File: src/design/sfr_pkg.sv
`timescale 1ns / 1ps
// shared types, codes and the crc-16 step for the stuffed frame receiver
package sfr_pkg;

  // framing characters
  localparam logic [7:0] CH_STX = 8'h02;
  localparam logic [7:0] CH_ETX = 8'h03;
  localparam logic [7:0] CH_DLE = 8'h10;

  // checksum modes
  localparam logic [1:0] CSUM_NONE  = 2'd0;
  localparam logic [1:0] CSUM_CRC16 = 2'd1;
  localparam logic [1:0] CSUM_SUM8  = 2'd2;

  // register index of checksum_mode
  localparam logic REG_CHECKSUM_MODE = 1'b0;

  localparam logic [15:0] CRC_INIT = 16'hFFFF;
  localparam logic [15:0] CRC_POLY = 16'h1021;

  // commands
  localparam logic CMD_BYTE  = 1'b0;
  localparam logic CMD_ABORT = 1'b1;

  typedef enum logic [1:0] {
    PM_IDLE,
    PM_FRAME,
    PM_ESCAPED,
    PM_SKIP
  } parse_mode_t;

  typedef enum logic [2:0] {
    ST_GOOD     = 3'd0,
    ST_BADSUM   = 3'd1,
    ST_SHORT    = 3'd2,
    ST_OVERFLOW = 3'd3,
    ST_RESTART  = 3'd4,
    ST_ABORT    = 3'd5
  } frame_status_t;

  typedef struct packed {
    logic       command;
    logic [7:0] rx_byte;
  } in_beat_t;

  typedef struct packed {
    logic       is_frame_end;
    logic [7:0] payload_byte;
    logic [2:0] frame_status;
    logic [8:0] payload_length;
  } out_beat_t;

  // crc-16/ccitt-false, msb first, one byte
  function automatic logic [15:0] crc16_step(input logic [15:0] crc, input logic [7:0] b);
    logic [15:0] x;
    x = crc ^ {b, 8'h00};
    for (int k = 0; k < 8; k++) begin
      if (x[15]) begin
        x = {x[14:0], 1'b0} ^ CRC_POLY;
      end else begin
        x = {x[14:0], 1'b0};
      end
    end
    return x;
  endfunction

endpackage

File: src/design/stuffed_frame_receiver_core.sv
`timescale 1ns / 1ps
// a result is in the output register in the cycle after its input beat is taken
// throughput: one input beat per cycle while in_ready is high; the parser state updates in a single pass
// in_ready is high whenever the output register is empty or being drained
// a beat that causes no result leaves the output register untouched
// synchronous reset: parser idle, checksum mode none, crc 0xffff, output empty
module stuffed_frame_receiver_core import sfr_pkg::*; #(
  parameter int MAX_PAYLOAD = 256
) (
  input  logic        clk,
  input  logic        rst,
  input  logic        in_valid,
  output logic        in_ready,
  input  in_beat_t    in_data,
  output logic        out_valid,
  input  logic        out_ready,
  output out_beat_t   out_data,
  input  logic        psel,
  input  logic        penable,
  input  logic        pwrite,
  input  logic [2:0]  paddr,
  input  logic [31:0] pwdata,
  output logic [31:0] prdata,
  output logic        pready
);

  logic       checksum_mode;
  logic [1:0] mode;
  logic       fire;
  logic       res_valid;
  out_beat_t  res;
  logic       reg_wr;

  assign checksum_mode = (paddr[2] == REG_CHECKSUM_MODE);
  assign pready = 1'b1;
  assign reg_wr = psel && penable && pwrite && pready && checksum_mode;
  assign prdata = checksum_mode ? {30'd0, mode} : 32'd0;

  always_ff @(posedge clk) begin
    if (rst) begin
      mode <= CSUM_NONE;
    end else if (reg_wr) begin
      mode <= pwdata[1:0];
    end
  end

  assign in_ready = !out_valid || out_ready;
  assign fire     = in_valid && in_ready;

  sfr_deframer #(
    .MAX_PAYLOAD(MAX_PAYLOAD)
  ) u_deframer (
    .clk       (clk),
    .rst       (rst),
    .fire      (fire),
    .beat      (in_data),
    .mode      (mode),
    .res_valid (res_valid),
    .res       (res)
  );

  always_ff @(posedge clk) begin
    if (rst) begin
      out_valid <= 1'b0;
    end else if (fire && res_valid) begin
      out_valid <= 1'b1;
    end else if (out_ready) begin
      out_valid <= 1'b0;
    end
  end

  always_ff @(posedge clk) begin
    if (fire && res_valid) begin
      out_data <= res;
    end
  end

  a_no_overwrite: assert property (@(posedge clk) disable iff (rst)
    out_valid && !out_ready |=> out_valid && $stable(out_data))
    else $error("output beat lost before it was taken");

  a_load_on_result: assert property (@(posedge clk) disable iff (rst)
    fire && res_valid |=> out_valid)
    else $error("result not loaded into the output register");

  a_idle_clears: assert property (@(posedge clk) disable iff (rst)
    out_ready && !(fire && res_valid) |=> !out_valid)
    else $error("output register kept a drained beat");

endmodule

File: src/design/sfr_deframer.sv
`timescale 1ns / 1ps
// deframing state machine: unstuffing, holdback, checksum and frame-end status
module sfr_deframer import sfr_pkg::*; #(
  parameter int MAX_PAYLOAD = 256
) (
  input  logic      clk,
  input  logic      rst,
  input  logic      fire,
  input  in_beat_t  beat,
  input  logic [1:0] mode,
  output logic      res_valid,
  output out_beat_t res
);

  localparam int CW = $clog2(MAX_PAYLOAD + 1);
  localparam logic [CW-1:0] CNT_MAX = CW'(MAX_PAYLOAD);

  parse_mode_t   pm, pm_next;
  logic [CW-1:0] count, count_next;
  logic [7:0]    hb0, hb0_next, hb1, hb1_next;
  logic [1:0]    fill, fill_next;
  logic [15:0]   crc, crc_next;
  logic [7:0]    sum, sum_next;
  logic          ovf, ovf_next;

  logic [1:0]    hlen;
  logic          take;
  logic [7:0]    take_byte;
  logic          is_data;
  logic [31:0]   count_wide;
  logic [7:0]    sum_want;
  logic [7:0]    sum_got;
  frame_status_t end_status;

  always_comb begin
    case (mode)
      CSUM_CRC16: hlen = 2'd2;
      CSUM_SUM8:  hlen = 2'd1;
      default:    hlen = 2'd0;
    endcase
  end

  assign count_wide = 32'(count);
  assign sum_want   = 8'(8'd0 - sum);
  assign sum_got    = (fill == 2'd2) ? hb1 : hb0;

  // status at etx, highest priority first
  always_comb begin
    if (ovf) begin
      end_status = ST_OVERFLOW;
    end else if (hlen != 2'd0 && (fill < hlen || count == '0)) begin
      end_status = ST_SHORT;
    end else if (hlen == 2'd2 && {hb0, hb1} != crc) begin
      end_status = ST_BADSUM;
    end else if (hlen == 2'd1 && sum_got != sum_want) begin
      end_status = ST_BADSUM;
    end else begin
      end_status = ST_GOOD;
    end
  end

  always_comb begin
    pm_next    = pm;
    count_next = count;
    hb0_next   = hb0;
    hb1_next   = hb1;
    fill_next  = fill;
    crc_next   = crc;
    sum_next   = sum;
    ovf_next   = ovf;
    res_valid  = 1'b0;
    res        = '0;
    is_data    = 1'b0;
    take       = 1'b0;
    take_byte  = beat.rx_byte;

    if (beat.command == CMD_ABORT) begin
      pm_next = PM_IDLE;
      if (pm == PM_FRAME || pm == PM_ESCAPED) begin
        res_valid          = 1'b1;
        res.is_frame_end   = 1'b1;
        res.frame_status   = ST_ABORT;
        res.payload_length = count_wide[8:0];
      end
    end else begin
      case (pm)
        PM_IDLE: begin
          if (beat.rx_byte == CH_DLE) begin
            pm_next = PM_SKIP;
          end else if (beat.rx_byte == CH_STX) begin
            pm_next    = PM_FRAME;
            count_next = '0;
            hb0_next   = '0;
            hb1_next   = '0;
            fill_next  = '0;
            crc_next   = CRC_INIT;
            sum_next   = '0;
            ovf_next   = 1'b0;
          end
        end
        PM_SKIP: begin
          pm_next = PM_IDLE;
        end
        PM_ESCAPED: begin
          pm_next = PM_FRAME;
          is_data = 1'b1;
        end
        PM_FRAME: begin
          if (beat.rx_byte == CH_DLE) begin
            pm_next = PM_ESCAPED;
          end else if (beat.rx_byte == CH_STX) begin
            res_valid          = 1'b1;
            res.is_frame_end   = 1'b1;
            res.frame_status   = ST_RESTART;
            res.payload_length = count_wide[8:0];
            count_next = '0;
            hb0_next   = '0;
            hb1_next   = '0;
            fill_next  = '0;
            crc_next   = CRC_INIT;
            sum_next   = '0;
            ovf_next   = 1'b0;
          end else if (beat.rx_byte == CH_ETX) begin
            pm_next            = PM_IDLE;
            res_valid          = 1'b1;
            res.is_frame_end   = 1'b1;
            res.frame_status   = end_status;
            res.payload_length = count_wide[8:0];
          end else begin
            is_data = 1'b1;
          end
        end
        default: begin
          pm_next = PM_IDLE;
        end
      endcase
    end

    // holdback: a byte enters, the oldest leaves once the trailer is covered
    if (is_data) begin
      if (fill < hlen) begin
        if (fill[0]) begin
          hb1_next = beat.rx_byte;
        end else begin
          hb0_next = beat.rx_byte;
        end
        fill_next = fill + 2'd1;
      end else if (fill == 2'd0) begin
        take = 1'b1;
      end else begin
        take      = 1'b1;
        take_byte = hb0;
        if (fill >= 2'd2) begin
          hb0_next = hb1;
          hb1_next = beat.rx_byte;
        end else begin
          hb0_next = beat.rx_byte;
        end
      end
    end

    if (take) begin
      if (count >= CNT_MAX) begin
        ovf_next = 1'b1;
      end else begin
        count_next       = count + CW'(1);
        crc_next         = crc16_step(crc, take_byte);
        sum_next         = sum + take_byte;
        res_valid        = 1'b1;
        res.payload_byte = take_byte;
      end
    end
  end

  always_ff @(posedge clk) begin
    if (rst) begin
      pm    <= PM_IDLE;
      count <= '0;
      hb0   <= '0;
      hb1   <= '0;
      fill  <= '0;
      crc   <= CRC_INIT;
      sum   <= '0;
      ovf   <= 1'b0;
    end else if (fire) begin
      pm    <= pm_next;
      count <= count_next;
      hb0   <= hb0_next;
      hb1   <= hb1_next;
      fill  <= fill_next;
      crc   <= crc_next;
      sum   <= sum_next;
      ovf   <= ovf_next;
    end
  end

  a_count_bound: assert property (@(posedge clk) disable iff (rst) count <= CNT_MAX)
    else $error("payload count past limit");

  a_fill_bound: assert property (@(posedge clk) disable iff (rst) fill <= 2'd2)
    else $error("holdback fill past two");

  a_payload_in_frame: assert property (@(posedge clk) disable iff (rst)
    fire && res_valid && !res.is_frame_end |-> (pm == PM_FRAME || pm == PM_ESCAPED))
    else $error("payload beat outside a frame");

  a_end_goes_idle: assert property (@(posedge clk) disable iff (rst)
    fire && res_valid && res.is_frame_end && res.frame_status != ST_RESTART
    |=> pm == PM_IDLE)
    else $error("frame end did not return to idle");

  a_restart_in_frame: assert property (@(posedge clk) disable iff (rst)
    fire && res_valid && res.frame_status == ST_RESTART |=> pm == PM_FRAME && count == '0)
    else $error("restart did not open an empty frame");

endmodule

File: config.mk
export PLATFORM = sky130hd
export DESIGN_NAME = stuffed_frame_receiver_core
export DESIGN_NICKNAME = d
export VERILOG_FILES = /design/src/design/sfr_pkg.sv /design/src/design/stuffed_frame_receiver_core.sv /design/src/design/sfr_deframer.sv
export SDC_FILE = /design/constraint.sdc
export NUM_CORES = 1
export LEC_CHECK = 0
export ABC_CLOCK_PERIOD_IN_PS = 4800
export BUFFER_PORTS_ARGS = -buffer_cell sky130_fd_sc_hd__buf_2
export CORE_AREA = 4 4 139 141
export CTS_BUF_LIST = sky130_fd_sc_hd__clkbuf_16
export DETAILED_ROUTE_END_ITERATION = 12
export DIE_AREA = 0 0 143 145
export GPL_TIMING_DRIVEN = 0
export MAX_ROUTING_LAYER = met4
export PLACE_DENSITY = 0.46
export SKIP_CTS_REPAIR_TIMING = 1
export SLEW_MARGIN = 0
export SYNTH_ARGS = -nofsm -noshare
export SYNTH_HDL_FRONTEND = slang
export SYNTH_SLANG_ARGS = --single-unit
File: constraint.sdc
create_clock -name clk -period 4.8 [get_ports clk]
set_input_delay 1.2 -clock clk [delete_from_list [all_inputs] [get_ports clk]]
set_output_delay 1.2 -clock clk [all_outputs]
set_load 0.005 [all_outputs]
### Yosys cells after proc, flatten, opt, wreduce, memory -nomap -nowiden

Index checks and enable logic that the tools add are counted.

* register bits after elaboration: 78
* bits of input ports: 51
* output and inout bits: 56
* word-level logic and storage cells: 178

* $add $sub $neg: 4
* $lt $le $gt $ge: 3
* eq/ne operators: 16
* multiplexer cells: 110
* bitwise gates (word level): 11
* reduce and logical (&&, ||, !) cells: 20

Operators with widths (number)
* two-way mux 16 bit: 20
* two-way mux 8 bit: 28
* two-way mux 13 bit: 8
* two-way mux 12 bit: 6
* two-way mux 9 bit: 6
* two-way mux 2 bit: 13
* inverter 3 bit: 8
* two-way mux 1 bit: 23
* equality test 8 x 2 -> 1 bit (second input constant): 2
* != test 16 bit: 1
* XOR 16 bit: 1
* equality test 2 bit (second input constant): 5
* adder 9 x 1 -> 9 bit (second input constant): 1
* greater-or-equal comparator 9 bit (second input constant): 1
* logical NOT 9 bit: 1
* two-way mux 3 bit: 3
* adder 8 bit: 1
* equality test 8 x 5 -> 1 bit (second input constant): 1
* logical AND 1 bit: 8
* != test 4 bit (second input constant): 2
* != test 8 bit: 1
* one-hot mux 2 bit (4 select lines): 1
* subtractor 1 x 8 -> 8 bit (first input constant): 1
* equality test 2 x 1 -> 1 bit (second input constant): 3
* 13 further kinds: 19

### Longest topological paths before layout

* word-level depth: 40
* gate-level depth with buffers: 19
* depth with buffers taken out: 18

### By module

From an unflattened synthesis, not the netlist that was laid out.

* cells, all modules: 599
* area, all modules: 5166.2 um^2

By module, submodules not included
* sfr_deframer: times used 1, cells each 528, area each 4135.2 um^2, seq. area each 1081.0 um^2
* stuffed_frame_receiver_core: times used 1, cells each 71, area each 1031.0 um^2, seq. area each 690.7 um^2

### Least setup slack after synthesis

Ideal clock, no wire load.

* path kind: input -> register
* start: input in_data[0] (netlist bit)
* end: register u_deframer.sum[6]
* library setup time: 128 ps
* data arrival time: 4100 ps
* data required time: 4672 ps
* slack: 572 ps
* stages on the path: 16
* path buffers: 2
* cell sequence: buf_4 > or3b_4 > a2111o_1 > buf_6 > nand4_1 > and2_1 > inv_1 > ha_1 > fa_1 > a21o_1 > a21oi_1 > o21bai_1 > a21oi_1 > xnor2_1 > a22oi_1 > nor2_1

* cells in the longest elaborated chain, start to end: 10
* elaborated cells between the ends (all ways): 19
* those cells by class: add/sub: 1; eq/ne: 3; mux: 15

RTL lines
* start, declared: line stuffed_frame_receiver_core.sv:14 `input in_beat_t in_data,`
* equality test 8 x 2 -> 1 bit: line sfr_deframer.sv:123 `end else if (beat.rx_byte == CH_ETX) begin`
* two-way mux 1 bit: line sfr_deframer.sv:123
* two-way mux 1 bit: line sfr_deframer.sv:111 `end else if (beat.rx_byte == CH_STX) begin`
* two-way mux 1 bit: line sfr_deframer.sv:109 `if (beat.rx_byte == CH_DLE) begin`
* one-hot mux 1 bit (2 select lines): line sfr_deframer.sv:86 `case (pm)`
* two-way mux 1 bit: line sfr_deframer.sv:77 `if (beat.command == CMD_ABORT) begin`
* two-way mux 8 bit (*): line sfr_deframer.sv:140 `if (is_data) begin`
* net u_deframer.take_byte[0]: line sfr_deframer.sv:28 `logic [7:0] take_byte;`
* adder 8 bit (*): line sfr_deframer.sv:168 `sum_next = sum + take_byte;`
* two-way mux 8 bit (*): line sfr_deframer.sv:163 `if (count >= CNT_MAX) begin`
* two-way mux 8 bit (*): line sfr_deframer.sv:162 `if (take) begin`
* end signal, assigned: line sfr_deframer.sv:192 `sum <= sum_next;`
* end, declared: line sfr_deframer.sv:23 `logic [7:0] sum, sum_next;`

Mark *: on every way through the listed nets, which the timed path passes. The rest lies on a longest branch.
A chain may end at the register's enable or synchronous reset.

### Worst setup path after layout

* start: register u_deframer.fill[0]
* end: register u_deframer.sum[6]

* cells in the longest elaborated chain, start to end: 7
* elaborated cells between the ends (all ways): 10
* those cells by class: add/sub: 1; order compare: 1; mux: 7; reduce/logical: 1

RTL lines
* start, declared: line sfr_deframer.sv:21 `logic [1:0] fill, fill_next;`
* start signal, assigned: line sfr_deframer.sv:190 `fill <= fill_next;`
* logical NOT 2 bit: line sfr_deframer.sv:148 `end else if (fill == 2'd0) begin`
* two-way mux 8 bit: line sfr_deframer.sv:148
* two-way mux 8 bit (*): line sfr_deframer.sv:141 `if (fill < hlen) begin`
* two-way mux 8 bit (*): line sfr_deframer.sv:140
* net u_deframer.take_byte[0]: line sfr_deframer.sv:28
* adder 8 bit (*): line sfr_deframer.sv:168
* two-way mux 8 bit (*): line sfr_deframer.sv:163
* two-way mux 8 bit (*): line sfr_deframer.sv:162

Marked as above.

==> out/qor.csv <==
metric,value,unit
outcome,"finished, final reports clean",
timing.hold.ws,0.477,ns
grt_pass1_wl,25500,um
synthFlopType,dfxtp_1,
synthToLayoutAreaGrowth,18.5,%
totalWireLength,16000,um
clk_latency,0.36,ns
path_clk_slew,0.06,ns
firstDrtPassIters,7,
worstSetupPathType,flip-flop to flip-flop,
dpl_worst_slack,0.156,ns
rr_startpoint,u_deframer.fill[0]$_SDFFE_PP0P_,
fin_tns_setup,0,ns
synth_edf_count,21,
syn-cell-area,5340,sq um
antenna_cells,0,
ant_nets,0,
grt_remaining_overflow,0,
crit_end,u_deframer.sum[6]$_SDFFE_PP0P_,
synth_area_leaders,"dfxtp_1 (21%), edfxtp_1 (12%), nor2_1 (5.7%)",
crit_start,u_deframer.fill[0]$_SDFFE_PP0P_,
port_buffers,41,
final_cell_mix,"nor2_1 (81), dfxtp_1 (57), a21oi_1 (48)",
setup.worst_path.end_class,flip-flop,
dp_cells,928,
finalClockSkew,0.00644,ns
power,1.61,mW
slew_violations,0,
required,5.02,ns
layout-drive-gt1-share,0.182,
maxCapViolCount,0,
finalCritPeriodShare,0.939,
yosys.area.top_type,dfxtp_1,
nNetsFinal,785,
worstPathCellList,clkbuf_1 -> clkinvlp_4 -> ha_1 -> clkbuf_1 -> o21ba_2 -> nand4_1 -> o211ai_1 -> and2_1 -> inv_1 -> ha_1 -> fa_1 -> a21o_1 -> a21oi_1 -> o21bai_1 -> a21oi_1 -> xnor2_1 -> a22oi_1 -> nor2_1,
fin_cells,947,
fin_area,6330,sq um
cts_root_buf,clkbuf_16,
reg2reg_slack,0.29,ns
crit_arrival,4.73,ns
tritoncts,yes,
netlist.area_leader.share,0.214,
power_density,255,nW/um^2
holdCritPathClass,flip-flop to flip-flop,
leakage,2.41,nW
drt_iter0_drc,339,
cp-start-kind,flip-flop,
ctsHtreeMaxLevel,3,
place_congestion,0.874,
design.core.area,18000,sq um
synth-seq-cells,78,
syn-mean-instance-area,8.50,sq um
cp.buffers_inverters,4,
die-area,20700,sq um
start_util,0.297,
routedWlPerCell,16.9,um
routed-via-count,4757,
antenna_found_initial,0,
async_flop_share,0,
r2r-end,u_deframer.sum[6]$_SDFFE_PP0P_,
period_needed,4.51,ns
max_slew.worst_pin.slew,0.954,ns
avgViaCountPerCell,5.02,
hold_violations,0,
setup_viol,0,
fp-row-count,49,
grt_max_degree,15,
slowest_stage,fa_1,
yosysSeqAreaShare,0.332,
cts_buffers,9,
die_w,143,um
clock_path_buffers,2,
yosys_warnings,0,
fp.dieH,145,um
grtUsageTotal,0.161,
path_depth,18,
crit_family,compound AO/OA/AOI/OAI gates,
fin_ws,0.291,ns
grt_pass1_vias,4630,
hpwl,12600,um
clkSinkCount,78,
netlist-cell-type-count,70,
critPathMaxStageDelay,0.47,ns
netlist_instances,628,
drc,0,
peakVddDrop,192,uV
r2r_cells,18,
final_common_cell,nor2_1,
worstPathMaxFanout,8,
num_io_pins,107,
slew_headroom,0.364,
placed_area,5960,sq um
postLayoutCoreUtil,0.352,
max_freq,222,MHz
[final cells by class]
class | count | area (sq um)
Buffer | 61 | 373
Clock inverter | 7 | 115
Inverter | 26 | 101
Fill cell | 1898 | 11600
Sequential cell | 78 | 1770
Timing Repair Buffer | 45 | 243
Tap cell | 229 | 287
Multi-Input combinational cell | 492 | 3210
Clock buffer | 9 | 225
[power by group]
part	switching, mW	leakage (nW)	internal [mW]
clock network	0.283	0.167	0.505
registers	0.00202	0.620	0.677
logic	0.0808	1.62	0.0620
total	0.366	2.41	1.24
[cells in the mapped netlist (4+ instances only)]
library cell / count
nor2_1: 81
dfxtp_1: 57
a21oi_1: 49
o21ai_0: 41
buf_4: 35
nand2_1: 27
a22oi_1: 25
inv_1: 25
clkbuf_1: 21
edfxtp_1: 21
xor2_1: 21
ha_1: 20
nand3_1: 14
a31oi_1: 13
mux2i_1: 11
nand4_1: 11
o211ai_1: 11
and2_1: 9
nor2b_1: 8
nor3_1: 8
nor4_1: 8
xnor2_1: 8
a211oi_1: 7
and3_1: 7
nor3b_1: 7
xnor3_1: 7
nand3b_1: 5
a21bo_2: 4
nand2b_1: 4
or3_1: 4
[state kept, by name (all words and copies together), names as in the netlist]
signal,flops
out_valid,1
u_deframer.pm,2
u_deframer.hb0,8
u_deframer.ovf,1
u_deframer.crc,16
u_deframer.hb1,8
mode,2
u_deframer.count,9
u_deframer.fill,2
u_deframer.sum,8
out_data,21
[worst min-delay path by stage]
stage | startpoint | end | slack, ns | depth (start not counted)
3_5_place_dp | u_deframer.pm[0]$_SDFFE_PP0P_ | u_deframer.pm[0]$_SDFFE_PP0P_ | 0.47 | 2
6_report | u_deframer.pm[0]$_SDFFE_PP0P_ | u_deframer.pm[0]$_SDFFE_PP0P_ | 0.48 | 2
3_3_place_gp | u_deframer.pm[0]$_SDFFE_PP0P_ | u_deframer.pm[0]$_SDFFE_PP0P_ | 0.46 | 2
2_1_floorplan | u_deframer.pm[0]$_SDFFE_PP0P_ | u_deframer.pm[0]$_SDFFE_PP0P_ | 0.45 | 2
4_1_cts | u_deframer.pm[0]$_SDFFE_PP0P_ | u_deframer.pm[0]$_SDFFE_PP0P_ | 0.48 | 2
5_1_grt | u_deframer.pm[0]$_SDFFE_PP0P_ | u_deframer.pm[0]$_SDFFE_PP0P_ | 0.50 | 2
[logic make-up (layout without fill, tap and decap cells)]
| group | count (synthesis) | after routing | share of synthesized area |
|---|---|---|---|
| flip-flops | 78 | 78 | 0.332 |
| AND/OR/NAND/NOR | 216 | 216 | 0.213 |
| buffers and inverters | 87 | 148 | 0.0881 |
| multiplexers | 13 | 13 | 0.0248 |
| adder cells (fa/ha/maj) | 21 | 21 | 0.0506 |
| XOR/XNOR | 36 | 36 | 0.0771 |
| other | 2 | 31 | 0.00141 |
| AO/OA/AOI/OAI | 175 | 175 | 0.213 |
[worst min-delay path: cells and delay by family (launching register included)]
family / cells / cell delay (ns)
and+or+nand+nor: 1 / 0.06
AOI/OAI and AO/OA: 1 / 0.05
DFF: 1 / 0.32
[metal layers]
metal	part of all wire	vias to the layer above	track usage
met3	0.051	17	0.0378
met1	0.46	2269	0.219
met5	0	-	-
met4	0.014	0	0.0337
li1	-	2362	-
met2	0.47	109	0.246
(Power assumes the default switching activity.)
